[config.mk]
export PLATFORM = sky130hd
export DESIGN_NAME = host_power_state_tracker_unit
export DESIGN_NICKNAME = d
export VERILOG_FILES = /design/src/sv/hpst_pkg.sv /design/src/sv/hpst_cell.sv /design/src/sv/hpst_ring.sv /design/src/sv/host_power_state_tracker_unit.sv
export SDC_FILE = /design/constraint.sdc
export NUM_CORES = 2
export LEC_CHECK = 0
export BUFFER_PORTS_ARGS = -buffer_cell sky130_fd_sc_hd__clkbuf_2
export CORE_MARGIN = 5
export CORE_UTILIZATION = 55
export DETAILED_ROUTE_END_ITERATION = 12
export PLACE_DENSITY = 0.79
export SETUP_SLACK_MARGIN = 0.02
export SYNTH_ARGS = -nofsm -noshare
export SYNTH_HDL_FRONTEND = slang
export SYNTH_SLANG_ARGS = --single-unit
[constraint.sdc]
create_clock -name clk -period 8.5 [get_ports clk]
set_input_delay 1.275 -clock clk [delete_from_list [all_inputs] [get_ports clk]]
set_output_delay 1.275 -clock clk [all_outputs]
set_load 0.02 [all_outputs]
[src/sv/hpst_pkg.sv]
// shared types and constants for the host power state tracker
// no dependencies
package hpst_pkg;
  localparam int unsigned ModeW = 2;
  localparam int unsigned CntW  = 24;
  localparam int unsigned PwrW  = 16;
  localparam int unsigned EnW   = 48;
  localparam int unsigned HostW = 6;

  localparam logic [ModeW-1:0] MODE_RUN   = 2'd0;
  localparam logic [ModeW-1:0] MODE_IDLE  = 2'd1;
  localparam logic [ModeW-1:0] MODE_SLEEP = 2'd2;

  localparam logic [2:0] CMD_TICK    = 3'd0;
  localparam logic [2:0] CMD_ALLOC   = 3'd1;
  localparam logic [2:0] CMD_ALLOC_L = 3'd2;
  localparam logic [2:0] CMD_DEALLOC = 3'd3;
  localparam logic [2:0] CMD_SET_RUN = 3'd4;
  localparam logic [2:0] CMD_QUERY   = 3'd5;

  localparam logic [1:0] REG_RUN_PWR   = 2'd0;
  localparam logic [1:0] REG_IDLE_PWR  = 2'd1;
  localparam logic [1:0] REG_SLEEP_PWR = 2'd2;
  localparam logic [1:0] REG_MAX_IDLE  = 2'd3;

  localparam logic [CntW-1:0] CNT_MAX = '1;
  localparam logic [EnW-1:0]  EN_MAX  = '1;

  // one host's state
  typedef struct packed {
    logic [ModeW-1:0] mode;
    logic [CntW-1:0]  cnt;
    logic             lock;
    logic             touched;
  } host_rec_t;

  // ring control broadcast to every cell
  typedef struct packed {
    logic shift;   // rotate the ring by one
    logic wr;      // replace head cell content
  } ring_ctl_t;

  typedef enum logic [4:0] {
    ST_IDLE = 5'b00001,
    ST_SCAN = 5'b00010,
    ST_TICK = 5'b00100,
    ST_OUT  = 5'b01000,
    ST_HOST = 5'b10000
  } state_t;
endpackage

[src/sv/hpst_cell.sv]
// one storage cell of the host ring
// depends on hpst_pkg
module hpst_cell (
  input  logic               clk,
  input  logic               rst_n,
  input  hpst_pkg::ring_ctl_t ctl,
  input  logic               is_head,
  input  hpst_pkg::host_rec_t head_wr,
  input  hpst_pkg::host_rec_t from_prev,
  output hpst_pkg::host_rec_t rec
);
  import hpst_pkg::*;
  host_rec_t rec_r, rec_nxt;

  always_comb begin
    rec_nxt = rec_r;
    if (ctl.shift) begin
      rec_nxt = from_prev;
    end else if (ctl.wr && is_head) begin
      rec_nxt = head_wr;
    end
  end

  always_ff @(posedge clk) begin
    if (!rst_n) begin
      rec_r <= '{mode: MODE_IDLE, cnt: '0, lock: 1'b0, touched: 1'b0};
    end else begin
      rec_r <= rec_nxt;
    end
  end

  assign rec = rec_r;
endmodule

[src/sv/hpst_ring.sv]
// ring of host cells, rotates so the head cell is the one being processed
// depends on hpst_pkg, hpst_cell
module hpst_ring #(
  parameter int unsigned N = 64
) (
  input  logic                clk,
  input  logic                rst_n,
  input  hpst_pkg::ring_ctl_t ctl,
  input  hpst_pkg::host_rec_t head_wr,
  output hpst_pkg::host_rec_t head
);
  import hpst_pkg::*;
  host_rec_t recs [N];

  // cell 0 is the head; shifting moves cell i+1 into cell i, head (updated) to the tail
  for (genvar i = 0; i < N; i++) begin : g_cell
    host_rec_t prev_in;
    if (i == N - 1) begin : g_tail
      assign prev_in = head_wr;
    end else begin : g_mid
      assign prev_in = recs[i+1];
    end
    hpst_cell u_cell (
      .clk, .rst_n, .ctl,
      .is_head  (i == 0),
      .head_wr,
      .from_prev(prev_in),
      .rec      (recs[i])
    );
  end

  assign head = recs[0];
endmodule

[src/sv/host_power_state_tracker_unit.sv]
// Host power state tracker. Per-host state lives in a ring of NUM_HOSTS cells that
// rotates one place per cycle; the head cell is the only one read or written.
// A tick makes two rotations: a first rotation only finds the last host that
// will fall asleep, a second updates each visited host and the three saturating
// energy totals and emits one transfer per host put to sleep; a tick with no
// sleeper adds a single result after its rotations. The rotation stalls while a
// slept result waits on out_tready. A host command rotates the ring once, changing
// the addressed host on the way, then emits its result. Output is a register;
// an item is taken only when the previous one is fully delivered.
// depends on hpst_pkg, hpst_ring
module host_power_state_tracker_unit #(
  parameter int unsigned NUM_HOSTS = 64
) (
  input  logic         clk,
  input  logic         rst_n,
  input  logic         in_tvalid,
  output logic         in_tready,
  input  logic [15:0]  in_tdata,   // cmd[2:0], host[8:3], zero pad
  input  logic         cfg_valid,
  output logic         cfg_ready,
  input  logic [1:0]   cfg_index,
  input  logic [23:0]  cfg_data,
  output logic         out_tvalid,
  input  logic         out_tready,
  output logic [159:0] out_tdata,  // host_mode, host_is_locked, slept_valid,
                                    // slept_host, error, run, idle, sleep energy
  output logic         out_tlast
);
  import hpst_pkg::*;
  localparam int unsigned IW = $clog2(NUM_HOSTS);
  localparam int unsigned CW = $clog2(2 * NUM_HOSTS + 1);

  logic [PwrW-1:0] run_pwr_r, idle_pwr_r, sleep_pwr_r;
  logic [CntW-1:0] max_idle_r;
  logic [EnW-1:0]  run_e_r, idle_e_r, sleep_e_r, run_e_nxt, idle_e_nxt, sleep_e_nxt;
  state_t          st_r, st_nxt;
  logic [CW-1:0]   pos_r, pos_nxt;     // ring rotation steps so far
  logic [2:0]      cmd_r;
  logic [HostW-1:0] host_r;
  logic            err_r, err_nxt;
  logic            any_r, any_nxt;     // some host sleeps this tick
  logic [HostW-1:0] lidx_r, lidx_nxt;  // last host that sleeps this tick
  logic            ov_r, ov_nxt;
  logic [ModeW-1:0] om_r, om_nxt;
  logic            ol_r, ol_nxt, osv_r, osv_nxt, olast_r, olast_nxt, oerr_r, oerr_nxt;
  logic [HostW-1:0] osh_r, osh_nxt;
  ring_ctl_t       ctl;
  host_rec_t       head, head_wr;

  hpst_ring #(.N(NUM_HOSTS)) u_ring (.clk, .rst_n, .ctl, .head_wr, .head);

  assign cfg_ready = 1'b1;
  assign in_tready = (st_r == ST_IDLE) && !ov_r;
  assign out_tvalid = ov_r;
  assign out_tlast  = olast_r;
  assign out_tdata  = {5'b0, sleep_e_r, idle_e_r, run_e_r, oerr_r, osh_r, osv_r, ol_r, om_r};

  function automatic logic [EnW-1:0] sat(input logic [EnW-1:0] a, input logic [PwrW-1:0] b);
    logic [EnW:0] s;
    s = {1'b0, a} + {{(EnW-PwrW+1){1'b0}}, b};
    return s[EnW] ? EN_MAX : s[EnW-1:0];
  endfunction

  always_comb begin
    host_rec_t       r;
    logic            out_free;
    logic [CntW-1:0] cnt_inc;
    logic            visit;
    st_nxt = st_r; pos_nxt = pos_r; err_nxt = err_r; any_nxt = any_r; lidx_nxt = lidx_r;
    run_e_nxt = run_e_r; idle_e_nxt = idle_e_r; sleep_e_nxt = sleep_e_r;
    ov_nxt = ov_r; om_nxt = om_r; ol_nxt = ol_r; osv_nxt = osv_r; osh_nxt = osh_r;
    olast_nxt = olast_r; oerr_nxt = oerr_r;
    ctl = '0;
    r = head;
    out_free = !ov_r || out_tready;
    // saturating age and visit rule of the head host
    cnt_inc = (head.cnt != CNT_MAX) ? head.cnt + 1'b1 : head.cnt;
    visit = !head.touched || head.lock;
    if (ov_r && out_tready) ov_nxt = 1'b0;
    unique case (st_r)
      ST_IDLE: begin
        if (in_tvalid && in_tready) begin
          pos_nxt = '0; any_nxt = 1'b0; err_nxt = 1'b0;
          st_nxt = (in_tdata[2:0] == CMD_TICK) ? ST_SCAN : ST_HOST;
        end
      end
      ST_SCAN: begin
        // read-only rotation: find the last host that will fall asleep
        if (visit && head.mode == MODE_IDLE && cnt_inc >= max_idle_r) begin
          any_nxt = 1'b1;
          lidx_nxt = HostW'(pos_r);
        end
        ctl.shift = 1'b1;
        pos_nxt = pos_r + 1'b1;
        if (pos_r == CW'(NUM_HOSTS - 1)) begin
          pos_nxt = '0;
          st_nxt = ST_TICK;
        end
      end
      ST_TICK: begin
        // hold while a slept result still occupies the output
        if (out_free) begin
          r.touched = 1'b0;
          if (visit) begin
            r.cnt = cnt_inc;
            case (head.mode)
              MODE_RUN:   run_e_nxt = sat(run_e_r, run_pwr_r);
              MODE_IDLE:  idle_e_nxt = sat(idle_e_r, idle_pwr_r);
              MODE_SLEEP: sleep_e_nxt = sat(sleep_e_r, sleep_pwr_r);
              default: ;
            endcase
            if (head.mode == MODE_IDLE && r.cnt >= max_idle_r) begin
              r.mode = MODE_SLEEP; r.cnt = '0;
              ov_nxt = 1'b1; om_nxt = '0; ol_nxt = 1'b0; osv_nxt = 1'b1;
              osh_nxt = HostW'(pos_r); oerr_nxt = 1'b0;
              olast_nxt = (HostW'(pos_r) == lidx_r);
            end
          end
          ctl.shift = 1'b1;
          pos_nxt = pos_r + 1'b1;
          if (pos_r == CW'(NUM_HOSTS - 1)) begin
            st_nxt = any_r ? ST_IDLE : ST_OUT;
          end
        end
      end
      ST_OUT: begin
        // no host slept: one plain result closes the tick
        if (out_free) begin
          ov_nxt = 1'b1; om_nxt = '0; ol_nxt = 1'b0; osv_nxt = 1'b0; osh_nxt = '0;
          olast_nxt = 1'b1; oerr_nxt = 1'b0; st_nxt = ST_IDLE;
        end
      end
      ST_HOST: begin
        if (32'(host_r) >= NUM_HOSTS) begin
          if (out_free) begin
            ov_nxt = 1'b1; om_nxt = '0; ol_nxt = 1'b0; osv_nxt = 1'b0; osh_nxt = '0;
            olast_nxt = 1'b1; oerr_nxt = 1'b1; st_nxt = ST_IDLE;
          end
        end else if (pos_r == CW'(NUM_HOSTS)) begin
          if (out_free) begin
            ov_nxt = 1'b1; osv_nxt = 1'b0; osh_nxt = '0; olast_nxt = 1'b1;
            oerr_nxt = err_r; st_nxt = ST_IDLE;
          end
        end else begin
          if (pos_r[IW-1:0] == host_r[IW-1:0] && pos_r < CW'(NUM_HOSTS)) begin
            case (cmd_r)
              CMD_ALLOC: begin
                if (head.mode == MODE_RUN) err_nxt = 1'b1;
                else begin r.mode = MODE_RUN; r.cnt = '0; r.touched = 1'b1; end
              end
              CMD_ALLOC_L: begin
                if (head.mode == MODE_RUN || head.lock) err_nxt = 1'b1;
                else begin r.lock = 1'b1; r.touched = 1'b1; end
              end
              CMD_DEALLOC: begin
                if (head.mode != MODE_RUN && !head.lock) err_nxt = 1'b1;
                else begin
                  r.mode = MODE_IDLE; r.cnt = '0; r.lock = 1'b0; r.touched = 1'b1;
                end
              end
              CMD_SET_RUN: begin
                if (head.mode == MODE_RUN) err_nxt = 1'b1;
                else begin r.mode = MODE_RUN; r.cnt = '0; end
              end
              CMD_QUERY: ;
              default: err_nxt = 1'b1;
            endcase
            om_nxt = r.mode; ol_nxt = r.lock;
          end
          ctl.shift = 1'b1;
          pos_nxt = pos_r + 1'b1;
        end
      end
      default: st_nxt = ST_IDLE;
    endcase
    head_wr = r;
  end

  always_ff @(posedge clk) begin
    if (!rst_n) begin
      st_r <= ST_IDLE; ov_r <= 1'b0; pos_r <= '0; err_r <= 1'b0; any_r <= 1'b0;
      lidx_r <= '0;
      run_e_r <= '0; idle_e_r <= '0; sleep_e_r <= '0;
      run_pwr_r <= 16'd100; idle_pwr_r <= 16'd51; sleep_pwr_r <= 16'd8;
      max_idle_r <= 24'd10;
    end else begin
      st_r <= st_nxt; ov_r <= ov_nxt; pos_r <= pos_nxt; err_r <= err_nxt; any_r <= any_nxt;
      lidx_r <= lidx_nxt;
      run_e_r <= run_e_nxt; idle_e_r <= idle_e_nxt; sleep_e_r <= sleep_e_nxt;
      if (cfg_valid && cfg_ready) begin
        unique case (cfg_index)
          REG_RUN_PWR:   run_pwr_r <= cfg_data[PwrW-1:0];
          REG_IDLE_PWR:  idle_pwr_r <= cfg_data[PwrW-1:0];
          REG_SLEEP_PWR: sleep_pwr_r <= cfg_data[PwrW-1:0];
          REG_MAX_IDLE:  max_idle_r <= cfg_data;
          default: ;
        endcase
      end
    end
  end

  always_ff @(posedge clk) begin
    om_r <= om_nxt; ol_r <= ol_nxt; osv_r <= osv_nxt; osh_r <= osh_nxt;
    olast_r <= olast_nxt; oerr_r <= oerr_nxt;
    if (in_tvalid && in_tready) begin
      cmd_r <= in_tdata[2:0]; host_r <= in_tdata[8:3];
    end
  end
endmodule

; Yosys cells after proc, flatten, opt, wreduce, memory -nomap -nowiden
; Index checks and enable logic that the tools add are counted.
[op_classes]
n_addsub = 5
n_lt_le_gt_ge = 2
n_eq_ne = 36
n_mux = 89
reduce_logical = 38
[ops]
columns = cell, count
row1 = 48-bit by 16-bit adder with 49-bit output, 3
row2 = 48-bit 2-to-1 mux, 3
row3 = 26-bit 2-to-1 mux, 4
row4 = 26-bit one-hot mux with 2 select lines, 2
row5 = 28-bit 2-to-1 mux, 3
row6 = 1-bit 2-to-1 mux, 36
row7 = 5-bit 2-to-1 mux, 7
row8 = 8-bit 2-to-1 mux, 4
row9 = 8-bit one-hot mux with 4 select lines, 1
row10 = 6-bit 2-to-1 mux, 5
row11 = 5-bit one-hot mux with 5 select lines, 1
row12 = 24-bit by 1-bit adder with 24-bit output (second input constant), 1
row13 = 24-bit greater-or-equal comparator, 1
row14 = 24-bit 2-to-1 mux, 1
row15 = 2-bit inequality test (second input constant), 12
row16 = 24-bit inequality test (second input constant), 1
row17 = 1-bit one-hot mux with 3 select lines, 7
row18 = 6-bit one-hot mux with 3 select lines, 1
row19 = 4-bit AND reduction, 4
row20 = 2-bit 2-to-1 mux, 7
row21 = 7-bit AND reduction, 2
row22 = 6-bit == test, 2
row23 = 2-bit AND reduction, 5
row24 = 5-bit AND reduction, 2
row25 = other kinds (31), 55
[word_totals]
ff_bits = 2051

; Logic depth before layout (Yosys ltp)
[logic_depth]
ltp_word = 8
depth_mapped = 20

; Hierarchy
; From an unflattened synthesis, not the netlist that was laid out.
[unflattened]
hier_cells = 9878
area_unflattened_um2 = 100551.4
[by_module_without_submodules]
columns = module, n_inst, cells_per_inst, area_per_inst_um2, seq_area_each_um2
row1 = hpst_cell, 64, 125, 1335.0, 560.5
row2 = host_power_state_tracker_unit, 1, 1876, 15102.0, 5395.2
row3 = hpst_ring, 1, 2, 7.5, 0.0

; Least setup slack after synthesis
; OpenSTA, ideal clock, no wires.
[synth_path]
path_kind = reg-to-reg
start = reg u_ring.g_cell[0].u_cell.rec_r (netlist bit u_ring.g_cell[0].u_cell.rec[5])
end = reg u_ring.g_cell[63].u_cell.rec_r (netlist bit u_ring.g_cell[63].u_cell.rec[18])
setup_ns = 0.074
t_arrival_ns = 3.676
required_ns = 8.426
path_slack_ns = 4.749
stages_incl_launch_ff = 18
n_path_buf = 3
cell_sequence = dfxtp_1 buf_2 nand4_1 nor3_1 nand3_1 or3_1 buf_2 xnor2_1 ha_1 nand2b_1 a21o_1 a211o_1 a211oi_1 o21ai_1 a21oi_1 clkbuf_1 nand3_1 o21ai_0
[synth_between]
elab_chain_cells = 8
[synth_lines]
columns = element, line
row1 = "start, declared", hpst_cell.sv:13  ; host_rec_t rec_r, rec_nxt;
row2 = "start signal, assigned", hpst_cell.sv:26  ; rec_r <= '{mode: MODE_IDLE, cnt: '0, lock: 1'b0, touched: 1'b0};
row3 = "start signal, assigned", hpst_cell.sv:28  ; rec_r <= rec_nxt;
row4 = 24-bit by 1-bit adder with 24-bit output / 24-bit inequality test (equally long branches), host_power_state_tracker_unit.sv:77  ; cnt_inc = (head.cnt != CNT_MAX) ? head.cnt + 1'b1 : head.cnt;
row5 = 24-bit 2-to-1 mux *, host_power_state_tracker_unit.sv:77
row6 = 24-bit greater-or-equal comparator, host_power_state_tracker_unit.sv:112  ; if (head.mode == MODE_IDLE && r.cnt >= max_idle_r) begin
row7 = 1-bit logical AND, host_power_state_tracker_unit.sv:112
row8 = 26-bit 2-to-1 mux *, host_power_state_tracker_unit.sv:112
row9 = 26-bit 2-to-1 mux *, host_power_state_tracker_unit.sv:104  ; if (visit) begin
row10 = 26-bit 2-to-1 mux *, host_power_state_tracker_unit.sv:102  ; if (out_free) begin
row11 = 26-bit one-hot mux with 2 select lines *, host_power_state_tracker_unit.sv:80  ; unique case (st_r)
row12 = "end signal, assigned", hpst_cell.sv:26
row13 = "end signal, assigned", hpst_cell.sv:28
row14 = "end, declared", hpst_cell.sv:13
; Every way passes the cells marked *; elsewhere a longest branch is shown, timed or not.
; A chain may end at the register's enable or synchronous reset.

; Worst setup path in the final report
[layout_path]
start = reg u_ring.g_cell[0].u_cell.rec_r (netlist bit u_ring.g_cell[0].u_cell.rec[5])
end = reg osh_r[0], enable pin
[layout_between]
elab_chain_cells = 6
[layout_lines]
columns = element, line
row1 = 24-bit by 1-bit adder with 24-bit output / 24-bit inequality test (equally long branches), host_power_state_tracker_unit.sv:77
row2 = 24-bit 2-to-1 mux *, host_power_state_tracker_unit.sv:77
row3 = 24-bit greater-or-equal comparator *, host_power_state_tracker_unit.sv:112
row4 = 1-bit logical AND *, host_power_state_tracker_unit.sv:112
row5 = 2-bit inequality test (no line) *, --
row6 = 5-bit AND reduction (no line) *, --
row7 = "end signal, assigned", host_power_state_tracker_unit.sv:203  ; om_r <= om_nxt; ol_r <= ol_nxt; osv_r <= osv_nxt; osh_r <= osh_nxt;
row8 = "end, declared", host_power_state_tracker_unit.sv:46  ; logic [HostW-1:0] osh_r, osh_nxt;
; Marks and branches as above.

==> results.yml <==
setup_path:
  worstPathRequired_ns: 8.92
  crit-reg2reg-launch: "u_ring.g_cell[0].u_cell.rec[5]"
  worstPathArrival_ns: 5.51
  critical_path_class: "reg2reg"
  reg2reg_to: "osh_r[0]"
  cpPeakStageDelay_ns: 0.58
  start_kind: "register"
  crit_path_top_delay_cell: "o21ai_1"
  cpLargestDelayFamily: "simple AND/OR/NAND/NOR gates"
  cpMostUsedCell: "nand4_1"
  cp_max_fo: 10
  crit_chain: "nand4_1 > nor3_1 > nand3_1 > or3_1 > nand2_1 > nor3_1 > a21o_1 > inv_1 > ha_1 > nand4_1 > nor4_1 > o21ai_0 > o21ai_1 > nand4_1 > a21oi_1"
  cp-end-kind: "register"
  worst-r2r-cell-count: 15
  cp_num_buf_inv: 1
  r2r_slack_ns: 3.40
grt:
  grt_pass1_wl_um: 263400
  antenna_found_initial: 2
  grt_pass1_vias: 54280
  grt_start_max_net_pins: 269
  grt_usage: 0.2064
  grt-ovfl-total: 0
floorplan:
  initial_core_util: 0.5554
  die-area_um2: 144600
  rows: 135
  die_y_um: 380.3
  ios: 211
  die_w_um: 380.3
  coreArea_um2: 135800
flow_run:
  maxCapViolations: 0
clocking:
  hold_buffers: 0
  cts_buffers: 195
  clk_pin_slew_ns: 0.06
  cts.sinks: 2051
  post_cts_resized: 0
  cts_tree: "yes"
  clock_latency_ns: 0.80
  htree_levels: 4
  cts_setup_buffers: 0
  cts_max_path_buffers: 3
  cts_root_buffer: "clkbuf_16"
placed_design:
  gp_congestion: 0.9043
  dpl.hpwl_um: 89850
  dp_slack_ns: 3.516
  port_buffers: 197
route:
  routed_wl_um: 156900
  vias: 60320
  drt-initial-drc-count: 5152
  drc: 0
  postRouteAntennaNets: 0
  first_pass_iters: 6
  wl_per_cell_um: 13.97
  via_per_inst: 5.369
finish:
  nNetsFinal: 9416
  fillers: 11560
  drive_gt1_frac: 0.06423
  ff_latch_area_um2: 41270
  final_cell_mix: "nand2_1 (3,780), dfxtp_1 (2,030), a21oi_1 (1,888)"
  layout_commonest_cell: "nand2_1"
  syn_to_final_growth_pct: 10.28
  multi_input_area_um2: 31110
synth:
  ys_types: 89
  synth_edf_count: 21
  synth-seq-area-share: 0.5472
  synthFlopType: "dfxtp_1"
  synthArstFlopShare: 0
  yosys-top-cells-area: "dfxtp_1 (54%), nand2_1 (19%), a21oi_1 (13%)"
  yosys.area.top_type: "dfxtp_1"
  ys_ff_latch: 2051
  netlist_area_um2: 75420
  syn_area_per_cell_um2: 7.909
  synthCells: 9537
  yosys_warnings: 0
  yosys.area.top_type_share: 0.5388
sta:
  relSlewSlack: 0.1727
  rsz0062_at_grt: "false"
  setup_tns_ns: 0
  tightestPinTransition_ns: 1.241
  slew_viol_final: 0
  min_period_over_period: 0.5995
  finClkSkew_ns: 0.04482
  fin_crit_ns: 5.096
  fmax_mhz: 196.2
  worst_slack_ns: 3.404
  hold_violations: 0
  setup_violations: 0
power:
  pwr_density_cell_nw_per_um2: 241.3
  p_leak_nw: 28.32
  ir_drop_mv: 0.3150
outcome:
  status: "completed"
worst_hold_path:
  worstHoldStart: "u_ring.g_cell[57].u_cell.rec[10]"
  hold_depth: 2
  min_to: "u_ring.g_cell[56].u_cell.rec[10]"
  hp-class: "reg2reg"
==> report_power, final <==
group / switching [mW] / internal [mW] / leakage [nW]
combinational: 1.19 / 0.197 / 8.46
clock: 3.70 / 5.21 / 3.31
sequential: 0.0603 / 9.72 / 16.5
==> stage by stage <==
stage | hold slack (ns) | utilization | instances | cell area [um^2] | power [mW]
final | 0.4207 | 0.6125 | 11230 | 83180 | 20.07
after global routing | 0.4507 | 0.6125 | 11230 | 83180 | 20.85
after CTS | 0.4175 | 0.6124 | 11230 | 83170 | 20.27
after detailed placement | 0.4426 | 0.5628 | 10880 | 76430 | 11.38
after global placement | 0.4375 | 0.5628 | 10880 | 76430 | 11.37
after floorplan | 0.4321 | - | 9541 | 75440 | 11.12
==> cell usage after synthesis (all sizes together) (4+ instances only) <==
master / number
o31ai: 5
a221oi: 5
nor2: 149
buf: 220
nand4: 37
and4: 11
nand2b: 14
o211a: 8
and2: 14
a22oi: 7
or3: 6
and3: 49
a311oi: 13
a21o: 20
o2111ai: 4
o211ai: 9
inv: 63
nor3b: 7
and3b: 4
a41o: 19
or2: 7
a211oi: 16
nor4: 19
or4: 5
o22ai: 4
xnor2: 61
dfxtp: 2030
a22o: 17
o21bai: 7
a31oi: 29
o21a: 18
ha: 75
nand3: 141
nand2: 3781
mux2i: 17
a21oi: 1890
edfxtp: 21
o21ai: 84
nor3: 51
xor2: 46
nor2b: 15
clkbuf: 472
o221a: 17
nand3b: 5
==> layout make-up <==
cell class              instances  area share
multi-input cells            6734      0.3740
clock buffers                 285     0.06868
diodes                          3  0.00009026
well taps                    1781     0.02679
clock inverters                71     0.01237
flip-flops and latches       2051      0.4962
repair buffers                245     0.01892
inverters                      64    0.002978
==> worst max path at each step <==
stage	from	to	slack [ns]	cells after the start
floorplan	u_ring.g_cell[0].u_cell.rec[5]	u_ring.g_cell[63].u_cell.rec[18]	4.75	17
global placement	u_ring.g_cell[0].u_cell.rec[5]	osh_r[3]	3.40	15
detailed placement	u_ring.g_cell[0].u_cell.rec[5]	osh_r[2]	3.52	15
CTS	u_ring.g_cell[0].u_cell.rec[5]	osh_r[0]	3.47	15
global route	u_ring.g_cell[0].u_cell.rec[5]	osh_r[1]	2.90	14
finish	u_ring.g_cell[0].u_cell.rec[5]	osh_r[0]	3.40	15
==> logic make-up after synthesis <==
group                      Yosys count  share of synthesized area
other                                2                 0.00009957
DFF                               2051                     0.5472
AOI/OAI and AO/OA                 2203                     0.1569
and+or+nand+nor                   4322                     0.2269
muxes                               18                   0.002405
xor gates and xnor gates           107                    0.01243
adders and majority gates           78                    0.01324
buffers and inverters              756                    0.04092
==> worst register-to-register path, delay by kind of cell (launching register included) <==
family                     cells  cell delay, ns
AOI/OAI and AO/OA              4            1.49
adders and majority gates      1            0.11
and+or+nand+nor                9            2.62
DFF                            1            0.45
buffers and inverters          1            0.06
==> metal layers <==
metal,share of wire,track usage
met5,0,0
met4,0.030,0.07083
met3,0.039,0.03058
met2,0.47,0.3312
met1,0.47,0.2867
==> sequential cells by signal (all words and copies together), names as in the netlist, 8 cells and up <==
register,flops
u_ring.g_cell.u_cell.rec,1792
sleep_pwr_r,16
max_idle_r,24
idle_e_r,48
run_pwr_r,16
sleep_e_r,48
run_e_r,48
pos_r,8
idle_pwr_r,16
(Power assumes the default switching activity.)
